--- src/hdl/i2c_master_bit_engine_assert.svh ---
// Assertion macros for the I2C master bit engine.
// Each macro takes a label, the clock, the active-low reset and the property terms.
`ifndef I2C_MASTER_BIT_ENGINE_ASSERT_SVH
`define I2C_MASTER_BIT_ENGINE_ASSERT_SVH

`ifndef SYNTHESIS

// Same-cycle implication
`define I2CBE_ASSERT_IMP(label, clk, rst_n, ante, cons) \
  label: assert property (@(posedge clk) disable iff (!(rst_n)) (ante) |-> (cons)) \
    else $error("i2cbe: same-cycle check failed");

// Next-cycle implication
`define I2CBE_ASSERT_NXT(label, clk, rst_n, ante, cons) \
  label: assert property (@(posedge clk) disable iff (!(rst_n)) (ante) |=> (cons)) \
    else $error("i2cbe: next-cycle check failed");

`else

`define I2CBE_ASSERT_IMP(label, clk, rst_n, ante, cons)
`define I2CBE_ASSERT_NXT(label, clk, rst_n, ante, cons)

`endif

`endif

--- src/hdl/i2cbe_pkg.sv ---
`timescale 1ns / 1ps
`default_nettype none

package i2cbe_pkg;

  // Field widths of the command and result words
  localparam int unsigned REQ_WIDTH         = 3;
  localparam int unsigned BYTE_WIDTH        = 8;
  localparam int unsigned HALF_PERIOD_WIDTH = 10;
  localparam int unsigned BIT_CNT_WIDTH     = 4;
  localparam int unsigned BITS_PER_BYTE     = 8;

  // Default width of the acknowledge timeout counter
  localparam int unsigned TIMEOUT_WIDTH     = 16;

  // Register reset values
  localparam int unsigned HALF_PERIOD_RESET = 4;
  localparam int unsigned ACK_TIMEOUT_RESET = 250;

  // Configuration register indexes
  localparam int unsigned CFG_IDX_WIDTH = 1;
  typedef enum logic [CFG_IDX_WIDTH-1:0] {
    CFG_HALF_PERIOD = 1'b0,
    CFG_ACK_TIMEOUT = 1'b1
  } cfg_idx_e;

  // Command codes
  typedef enum logic [REQ_WIDTH-1:0] {
    REQ_START = 3'd0,
    REQ_STOP  = 3'd1,
    REQ_SEND  = 3'd2,
    REQ_ACK   = 3'd3,
    REQ_READ  = 3'd4
  } req_e;

  // Sequencer phases
  typedef enum logic [3:0] {
    PH_IDLE    = 4'd0,
    PH_ST1     = 4'd1,
    PH_ST2     = 4'd2,
    PH_SP1     = 4'd3,
    PH_SP2     = 4'd4,
    PH_TX_HI   = 4'd5,
    PH_TX_LO   = 4'd6,
    PH_TX_NEXT = 4'd7,
    PH_ACKWAIT = 4'd8,
    PH_RX_LO   = 4'd9,
    PH_RX_HI   = 4'd10,
    PH_RX_ACK  = 4'd11,
    PH_RA_HI   = 4'd12,
    PH_RA_LO   = 4'd13
  } phase_e;

  // One tick: sampled SDA plus an optional command
  typedef struct packed {
    logic                  cmd_valid;
    logic [REQ_WIDTH-1:0]  req_type;
    logic [BYTE_WIDTH-1:0] tx_byte;
    logic                  send_ack;
    logic                  sda_in;
  } cmd_t;

  // Bus levels and status after one tick
  typedef struct packed {
    logic                  scl_out;
    logic                  sda_out;
    logic                  sda_drive;
    logic                  busy_res;
    logic                  done_res;
    logic [BYTE_WIDTH-1:0] rx_byte;
    logic                  nack;
  } res_t;

  // Sequencer state, apart from the timeout counter
  typedef struct packed {
    phase_e                       phase;
    logic [BIT_CNT_WIDTH-1:0]     bit_count;
    logic [BYTE_WIDTH-1:0]        shift_reg;
    logic [HALF_PERIOD_WIDTH-1:0] delay_count;
    logic                         scl_level;
    logic                         sda_level;
    logic                         sda_dir;
    logic                         ack_mode;
    logic                         nack_flag;
    logic [BYTE_WIDTH-1:0]        rx_hold;
  } state_t;

  localparam state_t STATE_RESET = '{
    phase:       PH_IDLE,
    bit_count:   '0,
    shift_reg:   '0,
    delay_count: '0,
    scl_level:   1'b1,
    sda_level:   1'b1,
    sda_dir:     1'b1,
    ack_mode:    1'b0,
    nack_flag:   1'b0,
    rx_hold:     '0
  };

endpackage

`default_nettype wire

--- src/hdl/i2cbe_cmd_if.sv ---
`timescale 1ns / 1ps
`default_nettype none

// Command channel: one word per bus tick
interface i2cbe_cmd_if import i2cbe_pkg::*; ();
  logic valid;
  logic ready;
  cmd_t data;

  modport source (output valid, output data, input ready);
  modport sink   (input valid, input data, output ready);
endinterface

`default_nettype wire

--- src/hdl/i2cbe_res_if.sv ---
`timescale 1ns / 1ps
`default_nettype none

// Result channel: one word per bus tick
interface i2cbe_res_if import i2cbe_pkg::*; ();
  logic valid;
  logic ready;
  res_t data;

  modport source (output valid, output data, input ready);
  modport sink   (input valid, input data, output ready);
endinterface

`default_nettype wire

--- src/hdl/i2cbe_cfg_regs.sv ---
`timescale 1ns / 1ps
`default_nettype none

module i2cbe_cfg_regs import i2cbe_pkg::*; #(
  parameter int unsigned TimeoutWidth = TIMEOUT_WIDTH,
  parameter int unsigned CfgDataWidth =
    (TimeoutWidth > HALF_PERIOD_WIDTH) ? TimeoutWidth : HALF_PERIOD_WIDTH
) (
  input  wire logic                         clk_i,
  input  wire logic                         rst_ni,
  input  wire logic                         we_i,
  input  wire logic [CFG_IDX_WIDTH-1:0]     idx_i,
  input  wire logic [CfgDataWidth-1:0]      data_i,
  output logic      [HALF_PERIOD_WIDTH-1:0] half_period_o,
  output logic      [TimeoutWidth-1:0]      ack_timeout_o
);

  logic [HALF_PERIOD_WIDTH-1:0] half_period_q;
  logic [TimeoutWidth-1:0]      ack_timeout_q;

  // Capture register writes
  always_ff @(posedge clk_i or negedge rst_ni) begin
    if (!rst_ni) begin
      half_period_q <= HALF_PERIOD_WIDTH'(HALF_PERIOD_RESET);
      ack_timeout_q <= TimeoutWidth'(ACK_TIMEOUT_RESET);
    end else if (we_i) begin
      unique case (idx_i)
        CFG_HALF_PERIOD: half_period_q <= data_i[HALF_PERIOD_WIDTH-1:0];
        CFG_ACK_TIMEOUT: ack_timeout_q <= data_i[TimeoutWidth-1:0];
        default: ;
      endcase
    end
  end

  assign half_period_o = half_period_q;
  assign ack_timeout_o = ack_timeout_q;

endmodule

`default_nettype wire

--- src/hdl/i2cbe_step.sv ---
`timescale 1ns / 1ps
`default_nettype none

module i2cbe_step import i2cbe_pkg::*; #(
  parameter int unsigned TimeoutWidth = TIMEOUT_WIDTH
) (
  input  wire state_t                         state_i,
  input  wire logic   [TimeoutWidth-1:0]      wait_i,
  input  wire logic   [HALF_PERIOD_WIDTH-1:0] half_period_i,
  input  wire logic   [TimeoutWidth-1:0]      ack_timeout_i,
  input  wire cmd_t                           cmd_i,
  output state_t                              state_o,
  output logic        [TimeoutWidth-1:0]      wait_o,
  output res_t                                res_o
);

  logic [HALF_PERIOD_WIDTH-1:0] delay_load;
  logic [BIT_CNT_WIDTH-1:0]     bit_inc;
  logic [BYTE_WIDTH-1:0]        tx_shift;
  logic [BYTE_WIDTH-1:0]        rx_shift;
  logic                         bit_last;
  logic                         act;
  logic                         done;
  state_t                       st;

  // Zero half period behaves as a half period of one
  assign delay_load = (half_period_i == '0) ? HALF_PERIOD_WIDTH'(1) : half_period_i;

  assign bit_inc  = state_i.bit_count + BIT_CNT_WIDTH'(1);
  assign bit_last = (bit_inc >= BIT_CNT_WIDTH'(BITS_PER_BYTE));
  assign tx_shift = {state_i.shift_reg[BYTE_WIDTH-2:0], 1'b0};
  assign rx_shift = {state_i.shift_reg[BYTE_WIDTH-2:0], cmd_i.sda_in};

  // Advance the sequencer by one tick
  always_comb begin
    st     = state_i;
    wait_o = wait_i;
    act    = 1'b0;
    done   = 1'b0;

    if (state_i.phase == PH_IDLE) begin
      // Take a command only when idle at the start of the tick
      if (cmd_i.cmd_valid) begin
        unique case (cmd_i.req_type)
          REQ_START: begin
            st.sda_dir     = 1'b1;
            st.sda_level   = 1'b1;
            st.scl_level   = 1'b1;
            st.delay_count = delay_load;
            st.phase       = PH_ST1;
          end
          REQ_STOP: begin
            st.sda_dir     = 1'b1;
            st.scl_level   = 1'b0;
            st.sda_level   = 1'b0;
            st.delay_count = delay_load;
            st.phase       = PH_SP1;
          end
          REQ_SEND: begin
            st.sda_dir     = 1'b1;
            st.scl_level   = 1'b0;
            st.shift_reg   = cmd_i.tx_byte;
            st.bit_count   = '0;
            st.sda_level   = cmd_i.tx_byte[BYTE_WIDTH-1];
            st.delay_count = delay_load;
            st.phase       = PH_TX_HI;
          end
          REQ_ACK: begin
            st.sda_dir     = 1'b0;
            st.sda_level   = 1'b1;
            st.scl_level   = 1'b1;
            wait_o         = '0;
            st.nack_flag   = 1'b0;
            st.delay_count = '0;
            st.phase       = PH_ACKWAIT;
          end
          REQ_READ: begin
            st.sda_dir     = 1'b0;
            st.shift_reg   = '0;
            st.bit_count   = '0;
            st.ack_mode    = cmd_i.send_ack;
            st.scl_level   = 1'b0;
            st.delay_count = delay_load;
            st.phase       = PH_RX_HI;
          end
          default: ;
        endcase
      end
    end else begin
      // Count down the delay; act when it runs out
      if (state_i.delay_count != '0) begin
        st.delay_count = state_i.delay_count - HALF_PERIOD_WIDTH'(1);
      end
      act = (state_i.delay_count <= HALF_PERIOD_WIDTH'(1));
    end

    if (act) begin
      unique case (state_i.phase)
        PH_ST1: begin
          st.sda_level   = 1'b0;
          st.delay_count = delay_load;
          st.phase       = PH_ST2;
        end
        PH_ST2: begin
          st.scl_level = 1'b0;
          done         = 1'b1;
          st.phase     = PH_IDLE;
        end
        PH_SP1: begin
          st.scl_level   = 1'b1;
          st.sda_level   = 1'b1;
          st.delay_count = delay_load;
          st.phase       = PH_SP2;
        end
        PH_SP2: begin
          done     = 1'b1;
          st.phase = PH_IDLE;
        end
        PH_TX_HI: begin
          st.scl_level   = 1'b1;
          st.delay_count = delay_load;
          st.phase       = PH_TX_LO;
        end
        PH_TX_LO: begin
          st.scl_level   = 1'b0;
          st.delay_count = delay_load;
          st.phase       = PH_TX_NEXT;
        end
        PH_TX_NEXT: begin
          st.bit_count = bit_inc;
          st.shift_reg = tx_shift;
          if (bit_last) begin
            done     = 1'b1;
            st.phase = PH_IDLE;
          end else begin
            st.sda_level   = tx_shift[BYTE_WIDTH-1];
            st.delay_count = delay_load;
            st.phase       = PH_TX_HI;
          end
        end
        PH_ACKWAIT: begin
          if (!cmd_i.sda_in) begin
            st.scl_level = 1'b0;
            st.nack_flag = 1'b0;
            done         = 1'b1;
            st.phase     = PH_IDLE;
          end else if (wait_i >= ack_timeout_i) begin
            // Timed out: flag and release the bus with a stop
            st.nack_flag   = 1'b1;
            st.sda_dir     = 1'b1;
            st.scl_level   = 1'b0;
            st.sda_level   = 1'b0;
            st.delay_count = delay_load;
            st.phase       = PH_SP1;
          end else begin
            wait_o = wait_i + TimeoutWidth'(1);
          end
        end
        PH_RX_LO: begin
          st.scl_level   = 1'b0;
          st.delay_count = delay_load;
          st.phase       = PH_RX_HI;
        end
        PH_RX_HI: begin
          st.scl_level   = 1'b1;
          st.shift_reg   = rx_shift;
          st.bit_count   = bit_inc;
          st.delay_count = delay_load;
          st.phase       = bit_last ? PH_RX_ACK : PH_RX_LO;
        end
        PH_RX_ACK: begin
          st.scl_level   = 1'b0;
          st.sda_dir     = 1'b1;
          st.sda_level   = !state_i.ack_mode;
          st.delay_count = delay_load;
          st.phase       = PH_RA_HI;
        end
        PH_RA_HI: begin
          st.scl_level   = 1'b1;
          st.delay_count = delay_load;
          st.phase       = PH_RA_LO;
        end
        PH_RA_LO: begin
          st.scl_level = 1'b0;
          st.rx_hold   = state_i.shift_reg;
          done         = 1'b1;
          st.phase     = PH_IDLE;
        end
        default: begin
          st.phase       = PH_IDLE;
          st.delay_count = '0;
        end
      endcase
    end
  end

  assign state_o = st;

  // Drive the result word from the updated state
  assign res_o.scl_out   = st.scl_level;
  assign res_o.sda_out   = st.sda_level;
  assign res_o.sda_drive = st.sda_dir;
  assign res_o.busy_res  = (st.phase != PH_IDLE);
  assign res_o.done_res  = done;
  assign res_o.rx_byte   = st.rx_hold;
  assign res_o.nack      = st.nack_flag;

endmodule

`default_nettype wire

--- src/hdl/i2c_master_bit_engine.sv ---
// I2C master bit engine. Every command word is one bus tick carrying the sampled SDA level
// and, when cmd_valid is set, a start, stop, send byte, wait ack or read byte command; every
// tick yields exactly one result word with the SCL/SDA levels, the SDA drive enable and the
// busy, done, received byte and nack status. Commands that arrive while busy are dropped.
// One tick is taken per clock cycle unless the result stalls: the word is captured in an input
// register, then the single-pass step logic updates the sequencer state and fills the result
// register. A stalled result holds the sequencer; the input register still takes one more tick.
// The user must write half_period and ack_timeout through the register port only while no
// ticks are in flight; the block itself does not enforce this.
`timescale 1ns / 1ps
`default_nettype none
`include "i2c_master_bit_engine_assert.svh"

module i2c_master_bit_engine import i2cbe_pkg::*; #(
  parameter int unsigned TimeoutWidth = TIMEOUT_WIDTH,
  localparam int unsigned CfgDataWidth =
    (TimeoutWidth > HALF_PERIOD_WIDTH) ? TimeoutWidth : HALF_PERIOD_WIDTH
) (
  input  wire logic                     clk_i,
  input  wire logic                     rst_ni,
  input  wire logic                     cfg_we_i,
  input  wire logic [CFG_IDX_WIDTH-1:0] cfg_idx_i,
  input  wire logic [CfgDataWidth-1:0]  cfg_data_i,
  i2cbe_cmd_if.sink                     cmd_i,
  i2cbe_res_if.source                   res_o
);

  logic [HALF_PERIOD_WIDTH-1:0] half_period;
  logic [TimeoutWidth-1:0]      ack_timeout;

  logic                    in_vld_q, in_vld_d;
  cmd_t                    in_q;
  logic                    out_vld_q, out_vld_d;
  res_t                    res_q;
  res_t                    res_d;
  state_t                  state_q, state_d;
  logic [TimeoutWidth-1:0] wait_q, wait_d;
  logic                    cmd_take;
  logic                    adv;

  i2cbe_cfg_regs #(
    .TimeoutWidth (TimeoutWidth),
    .CfgDataWidth (CfgDataWidth)
  ) u_cfg (
    .clk_i         (clk_i),
    .rst_ni        (rst_ni),
    .we_i          (cfg_we_i),
    .idx_i         (cfg_idx_i),
    .data_i        (cfg_data_i),
    .half_period_o (half_period),
    .ack_timeout_o (ack_timeout)
  );

  i2cbe_step #(
    .TimeoutWidth (TimeoutWidth)
  ) u_step (
    .state_i       (state_q),
    .wait_i        (wait_q),
    .half_period_i (half_period),
    .ack_timeout_i (ack_timeout),
    .cmd_i         (in_q),
    .state_o       (state_d),
    .wait_o        (wait_d),
    .res_o         (res_d)
  );

  // Advance when a word is staged and the result slot is free or being taken
  assign adv         = in_vld_q && (!out_vld_q || res_o.ready);
  assign cmd_i.ready = !in_vld_q || adv;
  assign cmd_take    = cmd_i.valid && cmd_i.ready;

  always_comb begin
    in_vld_d = in_vld_q;
    if (cmd_take) begin
      in_vld_d = 1'b1;
    end else if (adv) begin
      in_vld_d = 1'b0;
    end
  end

  always_comb begin
    out_vld_d = out_vld_q;
    if (adv) begin
      out_vld_d = 1'b1;
    end else if (res_o.ready) begin
      out_vld_d = 1'b0;
    end
  end

  // Control and sequencer state
  always_ff @(posedge clk_i or negedge rst_ni) begin
    if (!rst_ni) begin
      in_vld_q  <= 1'b0;
      out_vld_q <= 1'b0;
      state_q   <= STATE_RESET;
      wait_q    <= '0;
    end else begin
      in_vld_q  <= in_vld_d;
      out_vld_q <= out_vld_d;
      if (adv) begin
        state_q <= state_d;
        wait_q  <= wait_d;
      end
    end
  end

  // Payload registers
  always_ff @(posedge clk_i) begin
    if (cmd_take) begin
      in_q <= cmd_i.data;
    end
    if (adv) begin
      res_q <= res_d;
    end
  end

  assign res_o.valid = out_vld_q;
  assign res_o.data  = res_q;

  // A command with a known code, taken while idle, leaves the sequencer busy
  `I2CBE_ASSERT_NXT(a_cmd_starts, clk_i, rst_ni, adv && (state_q.phase == PH_IDLE) && in_q.cmd_valid && (in_q.req_type <= REQ_READ), state_q.phase != PH_IDLE)

  // SDA is released only while idle, waiting for ack or receiving
  `I2CBE_ASSERT_IMP(a_sda_release, clk_i, rst_ni, !state_q.sda_dir, (state_q.phase == PH_IDLE) || (state_q.phase == PH_ACKWAIT) || (state_q.phase == PH_RX_LO) || (state_q.phase == PH_RX_HI) || (state_q.phase == PH_RX_ACK))

  // A stalled result freezes the sequencer
  `I2CBE_ASSERT_NXT(a_stall_hold, clk_i, rst_ni, out_vld_q && !res_o.ready, $stable(state_q) && $stable(wait_q))

endmodule

`default_nettype wire

--- src/flat_wrapper.sv ---
// flat-port wrapper written by rule: the top's interface ports become plain ports
module i2c_master_bit_engine_flat import i2cbe_pkg::*;
#(
  parameter int unsigned TimeoutWidth = TIMEOUT_WIDTH,
  localparam int unsigned CfgDataWidth =
    (TimeoutWidth > HALF_PERIOD_WIDTH) ? TimeoutWidth : HALF_PERIOD_WIDTH
)
  (clk_i, rst_ni, cfg_we_i, cfg_idx_i, cfg_data_i, cmd_i_valid, cmd_i_data, cmd_i_ready, res_o_valid, res_o_data, res_o_ready);
  i2cbe_cmd_if cmd_i_i ();
  i2cbe_res_if res_o_i ();
  input  wire logic clk_i;
  input  wire logic rst_ni;
  input  wire logic cfg_we_i;
  input  wire logic [CFG_IDX_WIDTH-1:0] cfg_idx_i;
  input  wire logic [CfgDataWidth-1:0] cfg_data_i;
  input wire logic [$bits(cmd_i_i.valid)-1:0] cmd_i_valid;
  input wire logic [$bits(cmd_i_i.data)-1:0] cmd_i_data;
  output wire logic [$bits(cmd_i_i.ready)-1:0] cmd_i_ready;
  output wire logic [$bits(res_o_i.valid)-1:0] res_o_valid;
  output wire logic [$bits(res_o_i.data)-1:0] res_o_data;
  input wire logic [$bits(res_o_i.ready)-1:0] res_o_ready;
  assign cmd_i_i.valid = cmd_i_valid;
  assign cmd_i_i.data = cmd_i_data;
  assign cmd_i_ready = cmd_i_i.ready;
  assign res_o_valid = res_o_i.valid;
  assign res_o_data = res_o_i.data;
  assign res_o_i.ready = res_o_ready;
  i2c_master_bit_engine #(.TimeoutWidth(TimeoutWidth)) u_core (.clk_i(clk_i), .rst_ni(rst_ni), .cfg_we_i(cfg_we_i), .cfg_idx_i(cfg_idx_i), .cfg_data_i(cfg_data_i), .cmd_i(cmd_i_i), .res_o(res_o_i));
endmodule
--- config.mk ---
export PLATFORM = sky130hd
export DESIGN_NAME = i2c_master_bit_engine_flat
export DESIGN_NICKNAME = d
export VERILOG_FILES = /design/src/hdl/i2cbe_pkg.sv /design/src/hdl/i2cbe_cmd_if.sv /design/src/hdl/i2cbe_res_if.sv /design/src/hdl/i2cbe_cfg_regs.sv /design/src/hdl/i2cbe_step.sv /design/src/hdl/i2c_master_bit_engine.sv /design/src/flat_wrapper.sv
export VERILOG_INCLUDE_DIRS = /design/src /design/src/hdl
export SDC_FILE = /design/constraint.sdc
export NUM_CORES = 1
export LEC_CHECK = 0
export BUFFER_PORTS_ARGS = -buffer_cell sky130_fd_sc_hd__buf_2
export CAP_MARGIN = 20
export CORE_MARGIN = 4
export CORE_UTILIZATION = 45
export CTS_CLUSTER_DIAMETER = 30
export DETAILED_ROUTE_END_ITERATION = 6
export GPL_TIMING_DRIVEN = 1
export HOLD_SLACK_MARGIN = 0.06
export SYNTH_ARGS = -nofsm -noshare
export SYNTH_HDL_FRONTEND = slang
export SYNTH_SLANG_ARGS = --single-unit
--- constraint.sdc ---
create_clock -name clk_i -period 5.8 [get_ports clk_i]
set_input_delay 1.16 -clock clk_i [delete_from_list [all_inputs] [get_ports clk_i]]
set_output_delay 1.16 -clock clk_i [all_outputs]
set_load 0.05 [all_outputs]
== Yosys cells after proc, flatten, opt, wreduce, memory -nomap -nowiden ==
Cells that the tools add are included.
Word-level totals
  logic and storage cells: 129
  input bits: 36
  register bits after elaboration: 111
  output and inout bits: 16
Cells by class
  magnitude comparators: 3
  reductions and logical operators: 25
  add/sub/neg operators: 3
  equality and inequality tests: 19
  multiplexer cells: 51
  bitwise gates (word level): 1
Operators with widths (number)
  $mux W16: 8
  $mux W31: 2
  $mux W10: 5
  $pmux W12 S2: 2
  $pmux W10 S4: 1
  $pmux W4 S10: 1
  $pmux W11 S3: 1
  $mux W29: 1
  $eq A4 B4 Y1 const B: 6
  $pmux W4 S5: 1
  $add A16 B1 Y16 const B: 1
  $eq A4 B3 Y1 const B: 4
  $ge A16 B16 Y1: 1
  $mux W1: 14
  $mux W13: 1
  $le A10 B1 Y1 const B: 1
  $logic_not A10 Y1: 1
  $reduce_bool A10 Y1: 1
  $sub A10 B1 Y10 const B: 1
  $mux W9: 1
  $pmux W1 S3: 3
  $reduce_or A3 Y1: 3
  $eq A4 B2 Y1 const B: 2
  $mux W4: 2
  other kinds (27): 38

== Longest topological paths before layout ==
  word-level depth: 11
  gate-level depth with buffers: 9
  gate-level depth less buffers: 8

== Modules after synthesis ==
A second synthesis with hierarchy kept.
Unflattened totals
  cells, all modules: 627
  area total of the unflattened synthesis: 6832.8 um^2
By module, submodules not included
  i2c_master_bit_engine: area each 3138.0 um^2, sequential area each 2270.9 um^2, cells an instance 153, instances 1
  i2cbe_step: area each 2632.5 um^2, sequential area each 0.0 um^2, cells an instance 418, instances 1
  i2cbe_cfg_regs: area each 1062.3 um^2, sequential area each 659.4 um^2, cells an instance 56, instances 1

== Worst setup path after synthesis ==
No wires, ideal clock.
  path type: input -> register
  from: input port res_o_ready
  to: register u_core.res_q (netlist bit u_core.res_o.data[0]), enable pin
  cell stages on the path: 5
  setup time: 0.383 ns
  data required time: 5.417 ns
  arrival: 2.580 ns
  slack: 2.837 ns
  path buffers: 2
  path through: nand2b_1 nand2_1 inv_1 clkbuf_1 clkbuf_1
On the way
  word-level cells in the longest chain between the ends: 2
Ends and longest elaborated chain
  from (decl): line flat_wrapper.sv:21  | input wire logic [$bits(res_o_i.ready)-1:0] res_o_ready;
  $logic_or A1 B1 Y1: line i2c_master_bit_engine.sv:68  | assign adv = in_vld_q && (!out_vld_q || res_o.ready);
  $logic_and A1 B1 Y1: line i2c_master_bit_engine.sv:68
  via u_core.adv: line i2c_master_bit_engine.sv:39  | logic adv;
  to (signal assigned): line i2c_master_bit_engine.sv:113  | res_q <= res_d;
  to (decl): line i2c_master_bit_engine.sv:34  | res_t res_q;
The timed path passes the listed nets, and every way through them passes these cells.
A chain may end at the register's enable or synchronous reset.

== Worst setup path in the final report ==
  from: register u_core.state_q[35] (netlist bit)
  to: register u_core.wait_q[0]
On the way
  word-level cells in the longest chain between the ends: 6
  elaborated cells on any way between the ends: 8
  classes of those cells: eq/ne (1); mux (6); reduce/logical (1)
Ends and longest elaborated chain
  from (decl): line i2c_master_bit_engine.sv:36  | state_t state_q, state_d;
  from (signal assigned): line i2c_master_bit_engine.sv:101  | state_q <= state_d;
  $logic_not A4 Y1: line i2cbe_step.sv:41  | if (state_i.phase == PH_IDLE) begin
  $mux W16: line i2cbe_step.sv:41
  $mux W16: line i2cbe_step.sv:147  | end else if (wait_i >= ack_timeout_i) begin
  $mux W16: line i2cbe_step.sv:142  | if (!cmd_i.sda_in) begin
  $mux W16: line i2cbe_step.sv:98  | unique case (state_i.phase)
  $mux W16 (*): line i2cbe_step.sv:97  | if (act) begin
  to (signal assigned): line i2c_master_bit_engine.sv:102  | wait_q <= wait_d;
  to (decl): line i2c_master_bit_engine.sv:37  | logic [TimeoutWidth-1:0] wait_q, wait_d;
Mark *: on every way between the ends. The rest lies on a longest branch, timed or not.

==> impl_metrics.py <==
metrics = {
    "placement": {
        "place.gp.congestion": 0.893,
        "hpwl_um": 10600,
        "post_dp_cell_area_um2": 6650,
        "numPortBuffers": 51,
    },
    "synthesis": {
        "synth_cells": 605,
        "synth_fp_nets": 661,
        "synth_top_area_share": 0.291,
        "async_flop_share": 0.748,
        "synthAdderAreaFrac": 0.0398,
        "synth_flop_cell": "dfrtp_1",
        "synthSimpleGateAreaFrac": 0.164,
        "synthTopCellsByArea": "dfrtp_1 29%, edfxtp_1 13%, mux2_2 8.4%, dfstp_2 4.2%, ha_1 4.0%",
        "yosys_warnings": 0,
        "synth-compound-area-share": 0.189,
        "syn_area_um2": 6280,
        "synth_xor_area_frac": 0.00697,
        "yosysSeqAreaShare": 0.466,
        "synth_cell_types": 75,
        "yosysTopAreaCell": "dfrtp_1",
        "synthMuxAreaShare": 0.0980,
        "syn_avg_cell_area_um2": 10.4,
        "synth_top_family_by_area": "compound AO/OA/AOI/OAI gates",
        "ys_seq_elements": 111,
        "synth-edff-count": 28,
    },
    "timing": {
        "setup_violations": 0,
        "skew_ps": 8.53,
        "tns_ps": 0,
        "timing.final.crit_share": 0.549,
        "final-max-slew-violation-count": 0,
        "min_period_ps": 3180,
        "hold_viol_final": 0,
        "relSlewSlack": 0.352,
        "worst_pin_slew_ps": 964,
        "fmax_ghz": 0.314,
        "rsz0062_at_grt": "no",
    },
    "route": {
        "dr.first_iter.drc_count": 343,
        "drt_wl_total_um": 14900,
        "firstDrtPassIters": 6,
        "wl_per_cell_um": 18.1,
        "ant_nets": 0,
        "remaining_drc_errors": 0,
        "vias_per_cell": 5.91,
        "num_vias": 4851,
    },
    "die": {
        "die_w_um": 126,
        "die-height_um": 126,
        "coreArea_um2": 13500,
        "std_cell_rows": 42,
        "dieArea_um2": 15900,
        "pin_count": 52,
        "start_util": 0.467,
    },
    "global_route": {
        "grt_pass1_wl_um": 24300,
        "globalRouteTotalUtil": 0.190,
        "overflow": 0,
        "antenna_found_initial": 0,
        "grt_pass1_vias": 4681,
        "grt_max_degree": 59,
    },
    "finish": {
        "syn_to_final_growth_pct": 10.4,
        "layout_common_cells": "73 x dfrtp_1, 53 x nand2_1, 50 x buf_2",
        "nets": 696,
        "fillers": 1275,
        "drive_above_1_share": 0.228,
        "num_antenna_cells": 0,
        "postLayoutCellArea_um2": 6940,
        "final_common_cell": "dfrtp_1",
    },
    "critical_path": {
        "path_max_fanout": 23,
        "crit_type": "flip-flop to flip-flop",
        "cp-start-kind": "flip-flop",
        "cp_data_required_time_ps": 6040,
        "arrival_ps": 3430,
        "end_kind": "flip-flop",
    },
    "clocking": {
        "htree_levels": 3,
        "cts_hold_buf": 0,
        "path_clk_slew_ps": 80,
        "clk_latency_ps": 360,
        "post_cts_resized": 0,
        "cts_buffer_depth": 2,
        "cts_tree": "done",
        "cts-buffers-inserted": 9,
        "clock-sinks": 111,
        "clockRootBuffer": "clkbuf_16",
        "post_cts_buffers": 0,
    },
    "min_path": {
        "hold_class": "flip-flop to flip-flop",
    },
    "power": {
        "p_leak_nw": 2.82,
        "peakVddDrop_mv": 0.227,
        "powerDensity_nw_per_um2": 360,
        "power.total_mw": 2.50,
    },
    "job": {
        "maxCapViolCount": 0,
    },
    "outcome": {
        "status": "finished clean",
    },
}
## sequential cells by signal (all words and copies together) (netlist names)
signal / count
u_core.state_q: 39
u_core.u_cfg.ack_timeout_o: 16
u_core.wait_q: 16
u_core.in_q: 14
u_core.res_o.data: 14
u_core.u_cfg.half_period_o: 10
u_core.in_vld_q: 1
u_core.res_o.valid: 1
## synthesized netlist by cell type (3+ instances only)
| cell | n |
|---|---|
| dfrtp_1 | 73 |
| o21ai_0 | 39 |
| buf_2 | 6 |
| a31o_2 | 4 |
| clkbuf_1 | 18 |
| nand3_1 | 17 |
| and4_1 | 4 |
| buf_4 | 3 |
| a21oi_1 | 27 |
| nand2b_1 | 9 |
| nor2_1 | 28 |
| and2_1 | 4 |
| a2bb2oi_1 | 3 |
| or3_1 | 3 |
| mux2_2 | 47 |
| or2_2 | 3 |
| o2bb2ai_1 | 14 |
| a221o_1 | 3 |
| o21ai_1 | 4 |
| a211oi_1 | 5 |
| a22o_1 | 3 |
| edfxtp_1 | 28 |
| o21a_1 | 3 |
| nor2b_1 | 11 |
| mux2i_1 | 6 |
| o211ai_1 | 9 |
| ha_1 | 20 |
| o31ai_1 | 5 |
| inv_1 | 23 |
| xor2_1 | 3 |
| nor4_1 | 5 |
| dfstp_2 | 10 |
| and3_1 | 7 |
| a22oi_1 | 10 |
| a31oi_1 | 17 |
| nor3_1 | 18 |
| nand4_1 | 10 |
| nand2_1 | 53 |
| a21o_1 | 3 |
## stage by stage
stage	hold slack [ps]	cells	utilization	setup WS, ps
after floorplan	432	605	-	2840
final	462	821	0.516	2620
after global placement	447	805	0.494	2410
after detailed placement	449	805	0.494	2310
after global routing	484	821	0.516	2450
after CTS	467	821	0.516	2680
## where the power goes
part	switching [mW]	leakage [nW]	internal, mW
sequential	0.197	1.29	0.926
combinational	0.444	1.38	0.315
clock	0.292	0.143	0.324
## final timing paths
| path | startpoint | slack, ps | cells after the start | to |
|---|---|---|---|---|
| max | u_core.state_q[35] | 2620 | 5 | u_core.wait_q[0] |
| min | u_core.in_q[1] | 460 | 1 | u_core.state_q[9] |
| max reg2reg | u_core.state_q[35] | 2620 | 5 | u_core.wait_q[0] |
| min reg2reg | u_core.in_q[1] | 460 | 1 | u_core.state_q[9] |
| max in group asynchronous | rst_ni | 4040 | 2 | u_core.state_q[3] |
| min in group asynchronous | rst_ni | 700 | 1 | u_core.u_cfg.half_period_o[7] |
## area by class of cell
cell class | instances | area (µm²) | share of cell area
multi-input cells | 441 | 3130 | 0.451
clock buffers | 12 | 258 | 0.0372
repair buffers | 54 | 280 | 0.0404
inverters | 23 | 86.3 | 0.0124
flip-flops and latches | 111 | 2930 | 0.422
clock inverters | 4 | 35.0 | 0.00505
well taps | 176 | 220 | 0.0317
## critical path, cell delays in order, from the launching register on
cell and delay (ps):
dfrtp_1 680, nor4_4 970, nand3_1 290, or2_1 370
a21o_1 390, mux2_2 350
## cell families (layout without fill, tap and decap cells)
family / after synthesis / count (layout)
and+or+nand+nor: 188 / 188
AOI/OAI and AO/OA: 173 / 173
DFF: 111 / 111
muxes: 55 / 55
buffers and inverters: 53 / 93
adders and majority gates: 20 / 20
xor gates and xnor gates: 5 / 5
## routing by layer
layer | global-route usage | share of wire | vias to the layer above
li1 | - | - | 2351
met1 | 0.260 | 0.46 | 2388
met2 | 0.307 | 0.48 | 97
met3 | 0.0394 | 0.041 | 15
met4 | 0.0543 | 0.017 | 0
met5 | 0 | 0 | -
(Power assumes the default switching activity.)
